$ cat config.mk
export PLATFORM = sky130hd
export DESIGN_NAME = timestamp_ordered_request_queue
export DESIGN_NICKNAME = d
export VERILOG_FILES = /design/src/torq_pkg.sv /design/src/torq_cell.sv /design/src/timestamp_ordered_request_queue.sv
export SDC_FILE = /design/constraint.sdc
export NUM_CORES = 2
export LEC_CHECK = 0
export BUFFER_PORTS_ARGS = -buffer_cell sky130_fd_sc_hd__buf_4
export CAP_MARGIN = 20
export CORE_ASPECT_RATIO = 0.5
export CORE_UTILIZATION = 33
export CTS_CLUSTER_SIZE = 16
export DETAILED_ROUTE_END_ITERATION = 10
export GPL_TIMING_DRIVEN = 0
export SLEW_MARGIN = 5
export SYNTH_ARGS = -nofsm -noshare
export SYNTH_HDL_FRONTEND = slang
export SYNTH_SLANG_ARGS = --single-unit
$ cat constraint.sdc
create_clock -name clk -period 11.15 [get_ports clk]
set_input_delay 2.23 -clock clk [delete_from_list [all_inputs] [get_ports clk]]
set_output_delay 2.23 -clock clk [all_outputs]
set_load 0.05 [all_outputs]
$ cat src/torq_pkg.sv
// Package for the timestamp ordered request queue.
// Holds operation and status codes, the slot entry type and the cell control bundle.
// No dependencies.
`default_nettype none

package torq_pkg;

	localparam int DEF_MAX_ENTRIES = 16;

	localparam int TS_W   = 32;
	localparam int SRC_W  = 8;
	localparam int PAY_W  = 16;
	localparam int POS_W  = 4;
	localparam int OCC_W  = 5;
	localparam int OP_W   = 2;
	localparam int STAT_W = 2;

	localparam int S_TDATA_W = 64;
	localparam int S_TUSER_W = 8;
	localparam int M_TDATA_W = 72;

	typedef enum logic [OP_W-1:0] {
		OP_INSERT = 2'd0,
		OP_REMOVE = 2'd1,
		OP_FIND   = 2'd2,
		OP_READ   = 2'd3
	} op_t;

	typedef enum logic [STAT_W-1:0] {
		ST_OK      = 2'd0,
		ST_EMPTY   = 2'd1,
		ST_MISSING = 2'd2,
		ST_FULL    = 2'd3
	} status_t;

	typedef struct packed {
		logic [TS_W-1:0]  ts;
		logic [SRC_W-1:0] src;
		logic [PAY_W-1:0] payload;
	} entry_t;

	typedef struct packed {
		logic   ins;
		logic   rem;
		entry_t ins_entry;
	} cell_ctl_t;

	typedef struct packed {
		op_t              operation;
		entry_t           item;
		logic [POS_W-1:0] position;
	} request_t;

	typedef struct packed {
		status_t          status;
		logic [POS_W-1:0] found_position;
		entry_t           entry;
		logic [OCC_W-1:0] occupancy;
	} result_t;

endpackage

`default_nettype wire

$ cat src/torq_cell.sv
// One slot of the sorted queue: holds an entry, compares it to the request key
// and shifts from its left or right neighbor on insert or remove. Uses torq_pkg.
`default_nettype none

module torq_cell (
	input  wire logic               clk,
	input  wire torq_pkg::cell_ctl_t ctl,
	input  wire logic               occupied,
	input  wire logic               left_lt,
	input  wire torq_pkg::entry_t   left_entry,
	input  wire torq_pkg::entry_t   right_entry,
	input  wire logic               hit_upto,
	output torq_pkg::entry_t        entry,
	output logic                    lt,
	output logic                    match
);
	import torq_pkg::*;

	entry_t entry_q;

	// key order: timestamp, then source id
	assign lt    = occupied && ({entry_q.ts, entry_q.src} <
	                            {ctl.ins_entry.ts, ctl.ins_entry.src});
	assign match = occupied && (entry_q.src == ctl.ins_entry.src);
	assign entry = entry_q;

	always_ff @(posedge clk) begin
		if (ctl.ins && !lt) begin
			entry_q <= left_lt ? ctl.ins_entry : left_entry;
		end else if (ctl.rem && hit_upto) begin
			entry_q <= right_entry;
		end
	end

endmodule

`default_nettype wire

$ cat src/timestamp_ordered_request_queue.sv
// Top level of the timestamp ordered request queue.
// Builds a row of torq_cell slots with count, request and result registers. Uses torq_pkg.
//
// Usage:
//   Slave channel s_*: one beat is one request. s_tuser[1:0] holds the operation
//   (insert, remove by source, find by source, read at position); s_tdata holds
//   ts, src_id, payload and position. Master channel m_*: one result beat per
//   request with status, found_position, the entry read and the occupancy.
//   Every slot compares itself with the request key at once; on insert or remove
//   each slot from the change point on loads a neighbor or the new entry in the same edge.
//   The taken request waits in the request register and its result is registered
//   in the output register when it executes. The request register holds s_tready
//   low from the time a request is taken until it executes.
//   A finished result waits in the output register while the next request is
//   taken; that request executes once the receiver takes the pending result.
//   Reset empties the queue and drops any pending request or result; slot
//   contents are not cleared.
`default_nettype none

module timestamp_ordered_request_queue #(
	parameter int MAX_ENTRIES = torq_pkg::DEF_MAX_ENTRIES
) (
	input  wire logic                           clk,
	input  wire logic                           arst_n,
	input  wire logic                           s_tvalid,
	output logic                                s_tready,
	// ts[31:0], src_id[39:32], payload[55:40], position[59:56], zero fill
	input  wire logic [torq_pkg::S_TDATA_W-1:0] s_tdata,
	// operation[1:0], zero fill
	input  wire logic [torq_pkg::S_TUSER_W-1:0] s_tuser,
	output logic                                m_tvalid,
	input  wire logic                           m_tready,
	// status[1:0], found_position[5:2], entry_ts[37:6], entry_src[45:38],
	// entry_payload[61:46], occupancy[66:62], zero fill
	output logic [torq_pkg::M_TDATA_W-1:0]      m_tdata
);
	import torq_pkg::*;

	localparam int CntW = $clog2(MAX_ENTRIES + 1);
	localparam int IdxW = $clog2(MAX_ENTRIES);
	localparam int CmpW = (CntW > POS_W) ? CntW : POS_W;

	request_t         req_s1;
	logic             busy_q;
	logic [CntW-1:0]  count_q;
	logic [CntW-1:0]  count_next;
	result_t          res_q;
	logic             res_valid_q;
	logic             exec;

	entry_t           cell_entry [MAX_ENTRIES];
	logic [MAX_ENTRIES-1:0] occupied;
	logic [MAX_ENTRIES-1:0] lt;
	logic [MAX_ENTRIES-1:0] match;
	logic [MAX_ENTRIES-1:0] hit_upto;
	logic [MAX_ENTRIES-1:0] first;
	logic [IdxW-1:0]  first_idx;
	logic [IdxW-1:0]  rd_idx;
	logic             full;
	logic             empty;
	logic             found;
	logic             rd_in_range;
	cell_ctl_t        ctl;
	result_t          res_d;

	assign s_tready = !busy_q;
	assign exec     = busy_q && (!res_valid_q || m_tready);

	assign full  = (count_q == CntW'(MAX_ENTRIES));
	assign empty = (count_q == '0);
	assign found = hit_upto[MAX_ENTRIES-1];

	assign ctl.ins       = exec && (req_s1.operation == OP_INSERT) && !full;
	assign ctl.rem       = exec && (req_s1.operation == OP_REMOVE) && found;
	assign ctl.ins_entry = req_s1.item;

	for (genvar i = 0; i < MAX_ENTRIES; i++) begin : g_cell
		assign occupied[i] = (CntW'(i) < count_q);
		assign hit_upto[i] = |match[i:0];
		if (i == 0) begin : g_head
			assign first[i] = match[i];
			torq_cell u_cell (
				.clk         (clk),
				.ctl         (ctl),
				.occupied    (occupied[i]),
				.left_lt     (1'b1),
				.left_entry  (req_s1.item),
				.right_entry (cell_entry[(i + 1) % MAX_ENTRIES]),
				.hit_upto    (hit_upto[i]),
				.entry       (cell_entry[i]),
				.lt          (lt[i]),
				.match       (match[i])
			);
		end else begin : g_body
			assign first[i] = match[i] && !hit_upto[i-1];
			torq_cell u_cell (
				.clk         (clk),
				.ctl         (ctl),
				.occupied    (occupied[i]),
				.left_lt     (lt[i-1]),
				.left_entry  (cell_entry[i-1]),
				.right_entry ((i == MAX_ENTRIES - 1) ? cell_entry[i]
				                                    : cell_entry[(i + 1) % MAX_ENTRIES]),
				.hit_upto    (hit_upto[i]),
				.entry       (cell_entry[i]),
				.lt          (lt[i]),
				.match       (match[i])
			);
		end
	end

	always_comb begin
		first_idx = '0;
		for (int i = 0; i < MAX_ENTRIES; i++) begin
			if (first[i]) begin
				first_idx = first_idx | IdxW'(i);
			end
		end
	end

	assign rd_idx      = IdxW'(req_s1.position);
	assign rd_in_range = (CmpW'(req_s1.position) < CmpW'(count_q));

	always_comb begin
		count_next = count_q;
		if (ctl.ins) begin
			count_next = count_q + CntW'(1);
		end else if (ctl.rem) begin
			count_next = count_q - CntW'(1);
		end
	end

	always_comb begin
		res_d                = '0;
		res_d.status         = ST_OK;
		unique case (req_s1.operation)
			OP_INSERT: begin
				if (full) res_d.status = ST_FULL;
			end
			OP_REMOVE: begin
				if (empty)       res_d.status = ST_EMPTY;
				else if (!found) res_d.status = ST_MISSING;
			end
			OP_FIND: begin
				if (empty)       res_d.status = ST_EMPTY;
				else if (!found) res_d.status = ST_MISSING;
				else             res_d.found_position = POS_W'(first_idx);
			end
			OP_READ: begin
				if (empty)             res_d.status = ST_EMPTY;
				else if (!rd_in_range) res_d.status = ST_MISSING;
				else                   res_d.entry  = cell_entry[rd_idx];
			end
			default: res_d.status = ST_OK;
		endcase
		res_d.occupancy = OCC_W'(count_next);
	end

	always_ff @(posedge clk or negedge arst_n) begin
		if (!arst_n) begin
			busy_q      <= 1'b0;
			count_q     <= '0;
			res_valid_q <= 1'b0;
		end else begin
			if (s_tvalid && s_tready) begin
				busy_q <= 1'b1;
			end else if (exec) begin
				busy_q <= 1'b0;
			end
			if (exec) begin
				count_q     <= count_next;
				res_valid_q <= 1'b1;
			end else if (m_tready) begin
				res_valid_q <= 1'b0;
			end
		end
	end

	always_ff @(posedge clk) begin
		if (s_tvalid && s_tready) begin
			req_s1.operation    <= op_t'(s_tuser[OP_W-1:0]);
			req_s1.item.ts      <= s_tdata[31:0];
			req_s1.item.src     <= s_tdata[39:32];
			req_s1.item.payload <= s_tdata[55:40];
			req_s1.position     <= s_tdata[59:56];
		end
		if (exec) begin
			res_q <= res_d;
		end
	end

	assign m_tvalid = res_valid_q;
	assign m_tdata  = {5'd0, res_q.occupancy, res_q.entry.payload, res_q.entry.src,
	                   res_q.entry.ts, res_q.found_position, res_q.status};

	a_count_bound: assert property (@(posedge clk) disable iff (!arst_n)
		count_q <= CntW'(MAX_ENTRIES))
		else $error("entry count above capacity");

	a_exec_result: assert property (@(posedge clk) disable iff (!arst_n)
		exec |=> res_valid_q)
		else $error("executed request left no result");

	a_count_stable: assert property (@(posedge clk) disable iff (!arst_n)
		!exec |=> $stable(count_q))
		else $error("entry count moved without a request");

	a_full_status: assert property (@(posedge clk) disable iff (!arst_n)
		(res_valid_q && res_q.status == ST_FULL) |-> full)
		else $error("full status while queue has room");

endmodule

`default_nettype wire
==> qor.yml <==
row_count: 120
fp.coreArea_sq_um: 214000
fin_crit_ns: 7.57
maxSlewHeadroom: 0.0601
worst_hold_slack_ns: 0.508
grt_pass1_vias: 53600
seqPwrFrac: 0.316
worstSetupEndpointType: "flip-flop"
top_usage_layer: "met2"
grt_max_degree: 39
io_pins: 150
cts-hold-fix-buffers: 0
combPwrFrac: 0.458
gp_congestion: 0.982
post_cts_buffers: 0
yosys_warnings: 0
ant_nets: 0
setup_violations: 0
cts_resized: 0
syn_to_final_growth_pct: 14.4
grt.met1_usage: 0.360
vias_per_cell: 6.03
dp_hpwl_um: 226000
clkSlewWorstSetupHoldPaths_ns: 0.06
syn_area_sq_um: 71300
intPower_mw: 10.3
routedWlPerCell_um: 31.2
firstDrtPassIters: 7
fin_area_sq_um: 81500
synthTopCellsByArea: "edfxtp_1, ha_1, mux4_2"
fmax_mhz: 132
placed_cells: 9156
placed_area_sq_um: 77700
finalCritPeriodShare: 0.679
synth-async-reset-ratio: 0.00678
criticalPathCategory: "reg -> reg"
via_count: 56600
synth.distinct_cells: 83
power_leakage_nw: 30.9
switching_share: 0.424
status: "finished clean"
hold_path.class: "reg -> reg"
first_iter_violations: 8041
synthFlopType: "edfxtp_1"
tightest_slew_ns: 1.41
finClkSkew_ns: 0.0468
cp_max_fo: 18
syn_inst: 6076
final_cell_count_no_fill: 9386
die-area_sq_um: 218000
grt_pass1_wl_um: 410000
drive_gt1_frac: 0.185
die_height_um: 331
antenna_found_initial: 23
critical_path_arrival_ns: 8.08
nets: 7137
synth_top_area_cell: "edfxtp_1"
hold_violations: 0
htreeDepth: 3
cts_tree: "yes"
drc: 0
grt.met2_usage: 0.380
critical_path_required_ns: 11.65
clk_latency_ns: 0.80
maxCapViolCount: 0
synth_seq_cells: 1032
synth_edf_count: 1025
reg2reg_slack_ns: 3.58
cp-start-kind: "flip-flop"
wl_um: 293000
met3_usage: 0.0786
netlist.area_leader.share: 0.432
syn_area_per_cell_sq_um: 11.7
portBuffers: 134
slew_viol_final: 0
power.density_nw_per_um2: 220
clkPwrFrac: 0.226
clockBufferDepth: 3
clock-sinks: 1032
grtUsageTotal: 0.262
die-width_um: 659
ys_seq_area_frac: 0.434
irDropWorstVdd_mv: 0.153
switchingPower_mw: 7.60
rsz0062_at_grt: "no"
cts_root_buf: "clkbuf_16"
overflow: 0
cts_made_buffers: 113
start_util: 0.333
cells in the final DEF (no fill, tap or decap), types with 89 or more instances in the layout:
master | synthesis | final
edfxtp_1 | 1025 | 1025
ha_1 | 651 | 651
nand2_1 | 589 | 588
mux2i_1 | 563 | 563
a21oi_1 | 508 | 508
o21ai_0 | 453 | 445
nor2_1 | 309 | 309
mux2_2 | 292 | 292
mux4_2 | 280 | 280
clkbuf_1 | 233 | 247
buf_4 | 43 | 186
buf_2 | 122 | 129
clkbuf_16 | 0 | 118
nand4_1 | 109 | 109
o21ai_1 | 98 | 98
a21o_1 | 93 | 91
mux2_1 | 89 | 89
synthesized netlist by cell type (98+ instances only):
library cell	instances
mux2i_1	563
nor2_1	309
buf_2	122
nand4_1	109
edfxtp_1	1025
ha_1	651
mux4_2	280
nand2_1	589
clkbuf_1	233
o21ai_0	453
o21ai_1	98
mux2_2	292
a21oi_1	508
final timing paths:
| kind | startpoint | endpoint | depth (start not counted) |
|---|---|---|---|
| worst max-delay path | ctl[34]$_DFFE_PP_ | g_cell[4].g_body.u_cell.entry[37]$_DFFE_PP_ | 15 |
| min in group asynchronous | arst_n | count_q[4]$_DFFE_PN0P_ | 1 |
| worst min register to register | m_tvalid$_DFFE_PN0P_ | m_tvalid$_DFFE_PN0P_ | 2 |
| max in group asynchronous | arst_n | count_q[1]$_DFFE_PN0P_ | 1 |
| worst max register to register | ctl[34]$_DFFE_PP_ | g_cell[4].g_body.u_cell.entry[37]$_DFFE_PP_ | 15 |
| worst min-delay path | m_tvalid$_DFFE_PN0P_ | m_tvalid$_DFFE_PN0P_ | 2 |
per-layer routing:
layer / vias up / wire length (um) / part of all wire
met3: 530 / 34800 / 0.12
li1: 24300 / - / -
met4: 20 / 15300 / 0.052
met5: - / 126 / 0.00043
met2: 3345 / 122000 / 0.42
met1: 28500 / 121000 / 0.41
layout make-up:
type	instances	area (sq um)
Timing Repair Buffer	215	2580
Multi-Input combinational cell	4546	38300
Buffer	421	1950
Sequential cell	1032	31000
Clock buffer	151	3140
Fill cell	20700	133000
Clock inverter	59	653
Tap cell	2867	3590
Antenna cell	14	35.0
Inverter	81	304
cell families (layout without fill, tap and decap cells):
| logic type | after synthesis | in the layout | synth area share |
|---|---|---|---|
| other cells | 1 | 19 | 0.0000526 |
| xor+xnor | 8 | 8 | 0.000983 |
| fa+ha+maj | 651 | 651 | 0.114 |
| mux | 1224 | 1224 | 0.228 |
| buf+inv | 502 | 927 | 0.0314 |
| compound gates | 1400 | 1400 | 0.112 |
| simple gates | 1258 | 1258 | 0.0790 |
| flops | 1032 | 1032 | 0.434 |
sequential cells by signal, summed over array words and instances (netlist names):
| name | cells |
|---|---|
| g_cell.g_body.u_cell.entry | 840 |
| m_tdata | 67 |
| ctl | 56 |
| g_cell.g_head.u_cell.entry | 56 |
| count_q | 5 |
| rd_idx | 4 |
| req_s1 | 2 |
| busy_q | 1 |
| m_tvalid | 1 |
power by group through the flow:
| stage | Clock, mW | Combinational (mW) | Sequential (mW) |
|---|---|---|---|
| floorplan | 0 | 4.59 | 5.88 |
| detailed placement | 0 | 7.95 | 5.74 |
| global route | 4.17 | 8.61 | 5.72 |
| global placement | 0 | 7.54 | 5.90 |
| finish | 4.05 | 8.22 | 5.68 |
| CTS | 4.05 | 7.98 | 5.66 |
worst max-delay path, stage by stage, from the launching register on:
cell and delay, ns:
edfxtp_1 0.55, inv_1 0.76, ha_1 0.39, and3_1 0.30
a221o_1 0.51, a311oi_1 0.77, o21ai_0 0.26, a21oi_1 0.53
o31a_1 0.18, buf_2 0.57, nand2b_1 0.36, buf_2 0.50
clkbuf_1 0.73, o21ai_4 0.38, buf_16 0.28, buf_16 0.17
stage by stage:
step	setup TNS [ns]	worst slack (ns)	util	power, mW
after floorplan	0	1.28	-	10.5
after global placement	-4116.12	-7.33	0.354	13.4
after detailed placement	0	3.82	0.362	13.7
after CTS	0	3.96	0.380	17.7
after global routing	0	3.59	0.381	18.5
final	0	3.58	0.381	17.9
Power figures use the tool's default switching activity.
